## config.mk

```make
export PLATFORM = sky130hd
export DESIGN_NAME = grid_distance_to_goal
export DESIGN_NICKNAME = d
export VERILOG_FILES = /design/src/rtl/gdg_pkg.sv /design/src/rtl/grid_distance_to_goal.sv /design/src/rtl/gdg_front.sv /design/src/rtl/gdg_root_cell.sv
export SDC_FILE = /design/constraint.sdc
export NUM_CORES = 2
export LEC_CHECK = 0
export BUFFER_PORTS_ARGS = -buffer_cell sky130_fd_sc_hd__buf_4
export CAP_MARGIN = 20
export CORE_MARGIN = 2
export CORE_UTILIZATION = 25
export DETAILED_ROUTE_END_ITERATION = 10
export MAX_ROUTING_LAYER = met4
export PLACE_DENSITY = 0.44
export SYNTH_ARGS = -nofsm -noshare
export SYNTH_HDL_FRONTEND = slang
export SYNTH_SLANG_ARGS = --single-unit
```

## constraint.sdc

```tcl
create_clock -name i_clk -period 15.3 [get_ports i_clk]
set_input_delay 3.06 -clock i_clk [delete_from_list [all_inputs] [get_ports i_clk]]
set_output_delay 3.06 -clock i_clk [all_outputs]
set_load 0.01 [all_outputs]
```

## src/rtl/gdg_pkg.sv

```systemverilog
// Shared types and constants for the grid distance-to-goal block.
`timescale 1ns / 1ps

package gdg_pkg;

    // Fixed field widths
    localparam int CLASS_W = 5;
    localparam int COORD_W = 10;
    localparam int FW_W    = 11;
    localparam int MASK_W  = 32;
    localparam int DIST_W  = 15;
    localparam int CFG_IDX_W  = 3;
    localparam int CFG_DATA_W = 32;

    // Distance saturation value and frame width after reset
    localparam logic [DIST_W-1:0] DIST_MAX = 15'h7FFF;
    localparam logic [FW_W-1:0]   FW_RESET = 11'd1024;

    // Scale of the squared distance: 4 fraction bits in the root
    localparam int Q_SHIFT = 8;

    // Configuration register indexes
    typedef enum logic [CFG_IDX_W-1:0] {
        CFG_OBST_MASK   = 3'd0,
        CFG_FRAME_WIDTH = 3'd1,
        CFG_EGO_LEFT    = 3'd2,
        CFG_EGO_RIGHT   = 3'd3,
        CFG_EGO_TOP     = 3'd4,
        CFG_EGO_BOTTOM  = 3'd5,
        CFG_GOAL_COL    = 3'd6,
        CFG_GOAL_ROW    = 3'd7
    } t_cfg_idx;

    // Configuration register file contents
    typedef struct packed {
        logic [MASK_W-1:0]  obstacle_class_mask;
        logic [FW_W-1:0]    frame_width;
        logic [COORD_W-1:0] ego_left;
        logic [COORD_W-1:0] ego_right;
        logic [COORD_W-1:0] ego_top;
        logic [COORD_W-1:0] ego_bottom;
        logic [COORD_W-1:0] goal_col;
        logic [COORD_W-1:0] goal_row;
    } t_cfg;

endpackage

```

## src/rtl/grid_distance_to_goal.sv

```systemverilog
// Top level of the grid distance-to-goal map generator.
`timescale 1ns / 1ps
// Usage:
//   Input channel (i_valid/o_ready) carries one grid cell per transfer in raster
//   order: i_frame_start marks column 0, row 0; i_cell_class is its class code.
//   Output channel (o_valid/i_ready) returns one result per cell, in order:
//   o_distance_q4 (distance to the goal, 4 fraction bits, truncated) or
//   o_blocked for an obstacle cell outside the ego box (distance then 0).
//   Registers are written through i_cfg_we/i_cfg_idx/i_cfg_data while idle.
// Timing:
//   Stages, with R = root width (15 at default sizes):
//   three front stages, one root cell per result bit, one output register.
//   Throughput is one cell per cycle; every stage is an elastic register, so
//   a stalled receiver only backs up the chain once all bubbles are filled.
// Reset:
//   Synchronous, active low. Clears the position counters, all valid bits and
//   the registers (frame width returns to 1024, all others to zero).

module grid_distance_to_goal
    import gdg_pkg::*;
#(
    parameter int MAX_WIDTH   = 1024,
    parameter int MAX_HEIGHT  = 1024,
    parameter int NUM_CLASSES = 32
) (
    input  logic                  i_clk,
    input  logic                  i_rst_n,
    input  logic                  i_cfg_we,
    input  logic [CFG_IDX_W-1:0]  i_cfg_idx,
    input  logic [CFG_DATA_W-1:0] i_cfg_data,
    input  logic                  i_valid,
    output logic                  o_ready,
    input  logic                  i_frame_start,
    input  logic [CLASS_W-1:0]    i_cell_class,
    output logic                  o_valid,
    input  logic                  i_ready,
    output logic [DIST_W-1:0]     o_distance_q4,
    output logic                  o_blocked
);

    localparam int CW     = $clog2(MAX_WIDTH);
    localparam int RW     = $clog2(MAX_HEIGHT);
    localparam int DW     = (CW > RW) ? ((CW > COORD_W) ? CW : COORD_W)
                                      : ((RW > COORD_W) ? RW : COORD_W);
    localparam int ROOT_W = DW + 5;
    localparam int VW     = 2 * ROOT_W;

    t_cfg r_cfg;

    // Register writes
    always_ff @(posedge i_clk) begin
        if (!i_rst_n) begin
            r_cfg <= '{frame_width: FW_RESET, default: '0};
        end else if (i_cfg_we) begin
            case (t_cfg_idx'(i_cfg_idx))
                CFG_OBST_MASK:   r_cfg.obstacle_class_mask <= i_cfg_data[MASK_W-1:0];
                CFG_FRAME_WIDTH: r_cfg.frame_width <= i_cfg_data[FW_W-1:0];
                CFG_EGO_LEFT:    r_cfg.ego_left    <= i_cfg_data[COORD_W-1:0];
                CFG_EGO_RIGHT:   r_cfg.ego_right   <= i_cfg_data[COORD_W-1:0];
                CFG_EGO_TOP:     r_cfg.ego_top     <= i_cfg_data[COORD_W-1:0];
                CFG_EGO_BOTTOM:  r_cfg.ego_bottom  <= i_cfg_data[COORD_W-1:0];
                CFG_GOAL_COL:    r_cfg.goal_col    <= i_cfg_data[COORD_W-1:0];
                CFG_GOAL_ROW:    r_cfg.goal_row    <= i_cfg_data[COORD_W-1:0];
                default: ;
            endcase
        end
    end

    // Links between chain cells; link 0 comes from the front end
    logic              c_valid [0:ROOT_W];
    logic              c_rdy   [0:ROOT_W];
    logic              c_blk   [0:ROOT_W];
    logic [VW-1:0]     c_v     [0:ROOT_W];
    logic [ROOT_W:0]   c_rem   [0:ROOT_W];
    logic [ROOT_W-1:0] c_root  [0:ROOT_W];

    gdg_front #(
        .MAX_WIDTH   (MAX_WIDTH),
        .MAX_HEIGHT  (MAX_HEIGHT),
        .NUM_CLASSES (NUM_CLASSES),
        .DW          (DW),
        .VW          (VW)
    ) u_front (
        .i_clk         (i_clk),
        .i_rst_n       (i_rst_n),
        .i_cfg         (r_cfg),
        .i_valid       (i_valid),
        .o_ready       (o_ready),
        .i_frame_start (i_frame_start),
        .i_cell_class  (i_cell_class),
        .o_valid       (c_valid[0]),
        .i_ready       (c_rdy[0]),
        .o_blocked     (c_blk[0]),
        .o_v           (c_v[0])
    );

    assign c_rem[0]  = '0;
    assign c_root[0] = '0;

    // Square root chain, one result bit per cell
    for (genvar k = 0; k < ROOT_W; k++) begin : g_cell
        gdg_root_cell #(
            .ROOT_W (ROOT_W)
        ) u_cell (
            .i_clk     (i_clk),
            .i_rst_n   (i_rst_n),
            .i_valid   (c_valid[k]),
            .o_ready   (c_rdy[k]),
            .i_blocked (c_blk[k]),
            .i_v       (c_v[k]),
            .i_rem     (c_rem[k]),
            .i_root    (c_root[k]),
            .o_valid   (c_valid[k+1]),
            .i_ready   (c_rdy[k+1]),
            .o_blocked (c_blk[k+1]),
            .o_v       (c_v[k+1]),
            .o_rem     (c_rem[k+1]),
            .o_root    (c_root[k+1])
        );
    end

    // Output register with saturation and blocked override
    logic              r_out_valid, r_out_blocked;
    logic [DIST_W-1:0] r_out_dist, n_out_dist;
    logic [ROOT_W-1:0] root;

    assign c_rdy[ROOT_W] = !r_out_valid || i_ready;
    assign root          = c_root[ROOT_W];

    always_comb begin
        if (c_blk[ROOT_W]) begin
            n_out_dist = '0;
        end else if (root > ROOT_W'(DIST_MAX)) begin
            n_out_dist = DIST_MAX;
        end else begin
            n_out_dist = root[DIST_W-1:0];
        end
    end

    always_ff @(posedge i_clk) begin
        if (!i_rst_n) begin
            r_out_valid <= 1'b0;
        end else if (c_rdy[ROOT_W]) begin
            r_out_valid <= c_valid[ROOT_W];
        end
    end

    always_ff @(posedge i_clk) begin
        if (c_valid[ROOT_W] && c_rdy[ROOT_W]) begin
            r_out_blocked <= c_blk[ROOT_W];
            r_out_dist    <= n_out_dist;
        end
    end

    assign o_valid       = r_out_valid;
    assign o_blocked     = r_out_blocked;
    assign o_distance_q4 = r_out_dist;

endmodule

```

## src/rtl/gdg_front.sv

```systemverilog
// Front end: position counters, obstacle test, offsets, squares and scaled sum.
`timescale 1ns / 1ps

module gdg_front
    import gdg_pkg::*;
#(
    parameter int MAX_WIDTH   = 1024,
    parameter int MAX_HEIGHT  = 1024,
    parameter int NUM_CLASSES = 32,
    parameter int DW          = 10,
    parameter int VW          = 30
) (
    input  logic               i_clk,
    input  logic               i_rst_n,
    input  t_cfg               i_cfg,
    input  logic               i_valid,
    output logic               o_ready,
    input  logic               i_frame_start,
    input  logic [CLASS_W-1:0] i_cell_class,
    output logic               o_valid,
    input  logic               i_ready,
    output logic               o_blocked,
    output logic [VW-1:0]      o_v
);

    localparam int CW  = $clog2(MAX_WIDTH);
    localparam int RW  = $clog2(MAX_HEIGHT);
    localparam int EW  = (CW > RW) ? ((CW > COORD_W) ? CW : COORD_W)
                                   : ((RW > COORD_W) ? RW : COORD_W);
    localparam int WCW = (CW + 1 > FW_W) ? CW + 1 : FW_W;
    localparam int NCW = 7;
    localparam int QW  = 2 * DW;
    localparam int SW  = 2 * DW + 1;

    // Position counters
    logic [CW-1:0] r_col, n_col;
    logic [RW-1:0] r_row, n_row;

    // Stage registers
    logic            r0_valid, r0_blocked;
    logic [DW-1:0]   r0_dc, r0_dr;
    logic            r1_valid, r1_blocked;
    logic [2*DW-1:0] r1_sqc, r1_sqr;
    logic            r2_valid, r2_blocked;
    logic [VW-1:0]   r2_v;

    logic            s1_ready, s2_ready, in_xfer;
    logic [CW-1:0]   col;
    logic [RW-1:0]   row;
    logic [WCW-1:0]  width, col_p1;
    logic            in_ego, obstacle, blocked;
    logic [DW-1:0]   dc, dr, gc, gr, cc, rr;
    logic [SW-1:0]   sum_sq;

    // Elastic handshake along the stages
    assign s2_ready = !r2_valid || i_ready;
    assign s1_ready = !r1_valid || s2_ready;
    assign o_ready  = !r0_valid || s1_ready;
    assign in_xfer  = i_valid && o_ready;

    // Cell position and classification
    always_comb begin
        col = i_frame_start ? '0 : r_col;
        row = i_frame_start ? '0 : r_row;
        in_ego = (EW'(col) >= EW'(i_cfg.ego_left)) && (EW'(col) <= EW'(i_cfg.ego_right)) &&
                 (EW'(row) >= EW'(i_cfg.ego_top))  && (EW'(row) <= EW'(i_cfg.ego_bottom));
        obstacle = (NCW'(i_cell_class) < NCW'(NUM_CLASSES)) &&
                   i_cfg.obstacle_class_mask[i_cell_class];
        blocked = !in_ego && obstacle;
        gc = DW'(i_cfg.goal_col);
        gr = DW'(i_cfg.goal_row);
        cc = DW'(col);
        rr = DW'(row);
        dc = (gc >= cc) ? gc - cc : cc - gc;
        dr = (gr >= rr) ? gr - rr : rr - gr;
    end

    // Next position: wrap at the frame width, hold at the last row
    always_comb begin
        if (i_cfg.frame_width == '0) begin
            width = WCW'(1);
        end else if (WCW'(i_cfg.frame_width) > WCW'(MAX_WIDTH)) begin
            width = WCW'(MAX_WIDTH);
        end else begin
            width = WCW'(i_cfg.frame_width);
        end
        col_p1 = WCW'(col) + WCW'(1);
        n_row  = row;
        if (col_p1 >= width) begin
            n_col = '0;
            if (row < RW'(MAX_HEIGHT - 1)) begin
                n_row = row + RW'(1);
            end
        end else begin
            n_col = col_p1[CW-1:0];
        end
    end

    always_ff @(posedge i_clk) begin
        if (!i_rst_n) begin
            r_col <= '0;
            r_row <= '0;
        end else if (in_xfer) begin
            r_col <= n_col;
            r_row <= n_row;
        end
    end

    // Valid bits
    always_ff @(posedge i_clk) begin
        if (!i_rst_n) begin
            r0_valid <= 1'b0;
            r1_valid <= 1'b0;
            r2_valid <= 1'b0;
        end else begin
            if (o_ready)  r0_valid <= i_valid;
            if (s1_ready) r1_valid <= r0_valid;
            if (s2_ready) r2_valid <= r1_valid;
        end
    end

    assign sum_sq = SW'(r1_sqc) + SW'(r1_sqr);

    // Payload: offsets, squares, scaled sum
    always_ff @(posedge i_clk) begin
        if (in_xfer) begin
            r0_blocked <= blocked;
            r0_dc      <= dc;
            r0_dr      <= dr;
        end
        if (r0_valid && s1_ready) begin
            r1_blocked <= r0_blocked;
            r1_sqc     <= QW'(r0_dc) * QW'(r0_dc);
            r1_sqr     <= QW'(r0_dr) * QW'(r0_dr);
        end
        if (r1_valid && s2_ready) begin
            r2_blocked <= r1_blocked;
            r2_v       <= VW'(sum_sq) << Q_SHIFT;
        end
    end

    assign o_valid   = r2_valid;
    assign o_blocked = r2_blocked;
    assign o_v       = r2_v;

endmodule

```

## src/rtl/gdg_root_cell.sv

```systemverilog
// One cell of the square root chain: settles one root bit per cell.
`timescale 1ns / 1ps

module gdg_root_cell #(
    parameter int ROOT_W = 15
) (
    input  logic                i_clk,
    input  logic                i_rst_n,
    input  logic                i_valid,
    output logic                o_ready,
    input  logic                i_blocked,
    input  logic [2*ROOT_W-1:0] i_v,
    input  logic [ROOT_W:0]     i_rem,
    input  logic [ROOT_W-1:0]   i_root,
    output logic                o_valid,
    input  logic                i_ready,
    output logic                o_blocked,
    output logic [2*ROOT_W-1:0] o_v,
    output logic [ROOT_W:0]     o_rem,
    output logic [ROOT_W-1:0]   o_root
);

    localparam int VW    = 2 * ROOT_W;
    localparam int REM_W = ROOT_W + 1;
    localparam int SH_W  = ROOT_W + 3;

    logic                r_valid, r_blocked;
    logic [VW-1:0]       r_v;
    logic [REM_W-1:0]    r_rem, n_rem;
    logic [ROOT_W-1:0]   r_root, n_root;
    logic [SH_W-1:0]     sh, trial, diff;
    logic                take;

    assign o_ready = !r_valid || i_ready;

    // Bring down the next bit pair and try the candidate bit
    always_comb begin
        sh     = {i_rem, i_v[VW-1 -: 2]};
        trial  = SH_W'({i_root, 2'b01});
        take   = sh >= trial;
        diff   = sh - trial;
        n_rem  = take ? diff[REM_W-1:0] : sh[REM_W-1:0];
        n_root = {i_root[ROOT_W-2:0], take};
    end

    always_ff @(posedge i_clk) begin
        if (!i_rst_n) begin
            r_valid <= 1'b0;
        end else if (o_ready) begin
            r_valid <= i_valid;
        end
    end

    always_ff @(posedge i_clk) begin
        if (i_valid && o_ready) begin
            r_blocked <= i_blocked;
            r_v       <= {i_v[VW-3:0], 2'b00};
            r_rem     <= n_rem;
            r_root    <= n_root;
        end
    end

    assign o_valid   = r_valid;
    assign o_blocked = r_blocked;
    assign o_v       = r_v;
    assign o_rem     = r_rem;
    assign o_root    = r_root;

endmodule

```

After elaboration in Yosys (flattened, before gate mapping)

Index checks and enable logic that the tools add are counted.

Register bits after elaboration: 698
Input port bits: 46

Add/sub/neg operators: 21
$mul: 2
Magnitude comparators: 26
Equality and inequality tests: 7
Muxes and demuxes: 26
Reductions and logical operators: 72

Operators with widths:

| cell                | number |
|---|---|
| $mux W16            | 13 |
| $mux W10            | 7 |
| $ge A10 B10 Y1      | 4 |
| $mul A10 B10 Y20    | 2 |
| $sub A10 B10 Y10    | 4 |
| $logic_and A1 B1 Y1 | 23 |
| $mux W11            | 2 |
| $add A20 B20 Y21    | 1 |
| $le A10 B10 Y1      | 2 |
| $logic_not A1 Y1    | 20 |
| $logic_or A1 B1 Y1  | 19 |
| $ge A18 B10 Y1      | 1 |
| $ge A18 B11 Y1      | 1 |
| $ge A18 B12 Y1      | 1 |
| $ge A18 B13 Y1      | 1 |
| $ge A18 B14 Y1      | 1 |
| $ge A18 B15 Y1      | 1 |
| $ge A18 B16 Y1      | 1 |
| $ge A18 B3 Y1       | 1 |
| $ge A18 B4 Y1       | 1 |
| $ge A18 B5 Y1       | 1 |
| $ge A18 B6 Y1       | 1 |
| $ge A18 B7 Y1       | 1 |
| $ge A18 B8 Y1       | 1 |
| other kinds (32)    | 44 |

Logic depth before layout (Yosys ltp)

Depth after elaboration: 21
Depth in mapped cells: 21
Depth with buffers taken out: 20

Modules after synthesis

A second synthesis with hierarchy kept.

Cell total of the unflattened synthesis: 4915
Area total of the unflattened synthesis: 61831.8 µm²

Modules (own cells, without submodules):

| module                                | instances | cells an instance | area each (µm²) | sequential area each (µm²) |
|---|---|---|---|---|
| gdg_root_cell at g_cell[0].u_cell ... | 14        | 206               | 2944.1          | 1821.7 |
| gdg_front                             | 1         | 1399              | 13131.3         | 2922.8 |
| grid_distance_to_goal                 | 1         | 413               | 4449.3          | 2562.5 |
| gdg_root_cell at g_cell[9].u_cell     | 1         | 219               | 3034.2          | 1821.7 |

Worst setup path after synthesis

Ideal clock, no wire load.

Path type: input to output
From: input i_ready
To: output o_ready
Arrival time: 4.034 ns
Required time: 12.240 ns
Setup slack: 8.206 ns
Stages on the path: 6
Path through: nor3b_2 -> nand2_1 -> nor3_1 -> nand3_1 -> nor2_1 -> nand2_1

Longest elaborated chain between the ends: 19

RTL lines:

| item                             | line                         | text |
|---|---|---|
| start: declaration               | grid_distance_to_goal.sv:36  | `input logic i_ready,` |
| $logic_or A1 B1 Y1               | grid_distance_to_goal.sv:127 | `assign c_rdy[ROOT_W] = !r_out_valid \|\| i_ready;` |
| $logic_or A1 B1 Y1 (15 in a row) | gdg_root_cell.sv:34          | `assign o_ready = !r_valid \|\| i_ready;` |
| $logic_or A1 B1 Y1               | gdg_front.sv:56              | `assign s2_ready = !r2_valid \|\| i_ready;` |
| $logic_or A1 B1 Y1               | gdg_front.sv:57              | `assign s1_ready = !r1_valid \|\| s2_ready;` |
| $logic_or A1 B1 Y1               | gdg_front.sv:58              | `assign o_ready = !r0_valid \|\| s1_ready;` |
| end: declaration                 | grid_distance_to_goal.sv:32  | `output logic o_ready,` |

No other way between the ends.

Worst setup path in the final report

Ends and elaborated chain as after synthesis.

==> results.txt <==
Ys Warns: 0
Yosys cell types: 90
top_reg_cell synth: edfxtp_1
f_max: 0.124 GHz
Final Hold Vio Count: 0
num rows: 144
antenna-violating nets left: 0
global-route usage over all layers: 11.0%
DRT iter0 DRCs: 1284
status: finished clean
clk_lat worst skew: 680 ps
Avg WL per Cell: 14.5 microns
clock group share of total power: 38.1%
Final setup violation count: 0
largest fanout on the critical path: 5
Die H: 398 microns
Layout Skew: 45.6 ps
# DRC: 0
Setup Fix Bufs, Post-CTS: 0
Post-synth ARST share: 0%
Initial Util: 25.2%
pre-CTS setup slack: 7200 ps
total power: 0.00508 W
Reg power frac: 42.2%
post-CTS sizing: 0
Worst Path Required: 12240 ps
Avg Inst Size Synth: 10.8 sq um
Hold Path Class: register to register
Mapped Cells: 3597
CTS HTree Levels: 3
LEAKAGE: 17.2 nW
WS Path Type: input pin to output port
Pre-antenna DRT Iters: 5
CTS clk-pin slew, worst paths: 60 ps
antenna cells: 0
crit end category: output port
layout cells sized above 1: 8.26%
Max-slew headroom: 33.1%
routed via count: 25000
Post-Route WL: 83700 microns
post-route worst setup slack: 7220 ps
R2R Path Start: u_front.r0_dr[1]
setup TNS: 0 ps
CTS tree: built
internal power: 0.00366 W
mapped cell area: 38800 sq um
register area share after synthesis: 49.2%
dpl hpwl: 62300 microns
core area: 154000 sq um
Net Sw Frac: 28.0%
fin nets: 4154
Hold Path Origin: g_cell[0].u_cell.o_v[11]
cts bufs inserted: 82
largest net degree at the start of global routing: 72
GPL Wtd Cong: 0.789
Final min period: 8080 ps
vias in the first global route: 25500
gr ovfl total: 0
Startpoint Class: input pin
hold depth: 0
Yosys reg bits: 684
flop2flop setup slack: 9470 ps
Vias per Instance: 4.32
die area: 159000 sq um
critical path startpoint: i_ready
Logic pwr share: 19.7%
hold buffer count at CTS: 0
die extent in x: 398 microns
Mapped Nets: 4077
unrepaired setup endpoints after global routing: no
R2R depth: 16
storage element area: 19100 sq um
Cell Pwr Density: 114 nW/um^2
Hold WS: 407 ps
Slew Limit Fails: 0
Clock Tree Buf Depth: 3
root buf cell: clkbuf_16
NetSw: 0.00143 W
Syn-to-layout area delta: 14.6%
global-route wire length before repair: 137000 microns
CP Data Arrival Time: 5020 ps
final-layout fill cell count: 16100
area of the multi-input gates: 17900 sq um
actual slew at the worst max-slew pin: 1000 ps
Max-Cap Viols: 0
I/O pins: 64
post-layout util: 28.9%
CTS sink cnt: 684
EDFF count, synth: 542
I/O Buffers: 63
crit share post-route: 52.8%
Worst IR Drop VDD: 0.0000740 V
initial antenna violation count: 0
## cell usage in the layout (no fill, tap or decap), types with 14 or more instances in the layout
cell | netlist | layout
edfxtp_1 | 542 | 542
nand2_1 | 431 | 431
inv_1 | 402 | 402
ha_1 | 333 | 333
a21oi_1 | 254 | 254
nor2_1 | 188 | 187
dfxtp_1 | 142 | 142
o21ai_0 | 134 | 134
xnor2_1 | 126 | 126
fa_1 | 101 | 101
buf_4 | 3 | 88
clkbuf_16 | 0 | 83
xor2_1 | 81 | 81
nor3_1 | 81 | 80
nor2b_1 | 77 | 68
and2_1 | 63 | 63
nand2b_1 | 59 | 59
nand3_1 | 52 | 52
a21o_1 | 47 | 47
o21a_1 | 33 | 33
nand4_1 | 30 | 30
nor4_1 | 25 | 25
clkinv_2 | 0 | 22
mux2_2 | 19 | 19
o31ai_1 | 19 | 19
and3_1 | 17 | 17
mux2i_1 | 16 | 16
a211oi_1 | 14 | 14
or3_1 | 14 | 14
## cells in the mapped netlist, types with 10 or more instances
cell type	number	share of area, %
edfxtp_1	542	42
nand2_1	431	4.2
inv_1	402	3.9
ha_1	333	11
a21oi_1	254	3.3
nor2_1	188	1.8
dfxtp_1	142	7.3
o21ai_0	134	1.7
xnor2_1	126	2.8
fa_1	101	5.2
nor3_1	81	1.0
xor2_1	81	1.8
nor2b_1	77	1.2
and2_1	63	1.0
clkbuf_1	63	0.61
nand2b_1	59	0.95
nand3_1	52	0.67
a21o_1	47	0.91
o21a_1	33	0.64
nand4_1	30	0.48
nor4_1	25	0.40
mux2_2	19	0.55
o31ai_1	19	0.37
a21boi_0	18	0.35
and3_1	17	0.27
mux2i_1	16	0.41
a31oi_1	15	0.24
a211oi_1	14	0.27
or3_1	14	0.23
or2_2	13	0.21
clkbuf_2	12	0.15
buf_2	11	0.14
mux4_2	10	0.58
nand3b_1	10	0.19
## kinds of logic (layout without fill, tap and decap cells)
group / Yosys count / after routing / share of synthesized area (%)
compound gates: 634 / 634 / 10.2
other cells: 1 / 1 / 0.00965
mux: 48 / 48 / 1.64
simple gates: 1087 / 1087 / 13.3
buf+inv: 502 / 647 / 5.01
flops: 684 / 684 / 49.2
xor+xnor: 207 / 207 / 4.67
fa+ha+maj: 434 / 434 / 15.9
## power by group through the flow
stage	clock network [W]	logic [W]	registers (W)
2_1_floorplan	0	0.000797	0.00216
3_3_place_gp	0	0.00102	0.00219
3_5_place_dp	0	0.00101	0.00219
4_1_cts	0.00201	0.00103	0.00215
5_1_grt	0.00208	0.00117	0.00216
6_report	0.00194	0.00100	0.00215
## metrics by stage
stage          instances  instance area, sq um
3_3_place_gp        5631                 41700
5_1_grt             5786                 44500
2_1_floorplan       3597                 38800
3_5_place_dp        5632                 41800
4_1_cts             5784                 44500
6_report            5786                 44500
## critical path, stage by stage
cell and delay, ps:
buf_4 120, nor3b_2 500, nand2_1 240, nor3_1 240, nand3_1 120, nor2_1 280
nand2_1 250, buf_4 210
## metal layers
layer / wire [microns] / GRT usage [%] / up-vias / part of all wire, %
met2: 40100 / 18.2 / 263 / 48
met4: 2020 / 2.99 / 0 / 2.4
li1: - / - / 12700 / -
met5: 0 / - / - / 0
met1: 39000 / 14.0 / 11900 / 47
met3: 2530 / 1.75 / 125 / 3.0
## layout make-up
cell class / count / share of cell area, %
clock inverters: 48 / 1.04
inverters: 404 / 3.41
clock buffers: 104 / 5.02
flip-flops and latches: 684 / 43.0
well taps: 2044 / 5.75
multi-input cells: 2411 / 40.2
repair buffers: 91 / 1.62
## sequential cells by signal, summed over array words and instances, names as in the netlist, 15 cells and up
name	count
g_cell.u_cell.o_blocked	15
g_cell.u_cell.o_rem	199
g_cell.u_cell.o_root	120
g_cell.u_cell.o_v	110
g_cell.u_cell.o_valid	15
o_distance_q4	15
r_cfg	103
u_front.o_v	21
u_front.r1_sqc	19
u_front.r1_sqr	19
## path summary, 6_finish.rpt
kind                                                  to
worst min-delay path            g_cell[1].u_cell.o_v[13]
worst max register to register        u_front.r1_sqr[19]
worst min register to register  g_cell[1].u_cell.o_v[13]
worst max-delay path                             o_ready
Note: power is estimated with default switching activity, not from simulation.
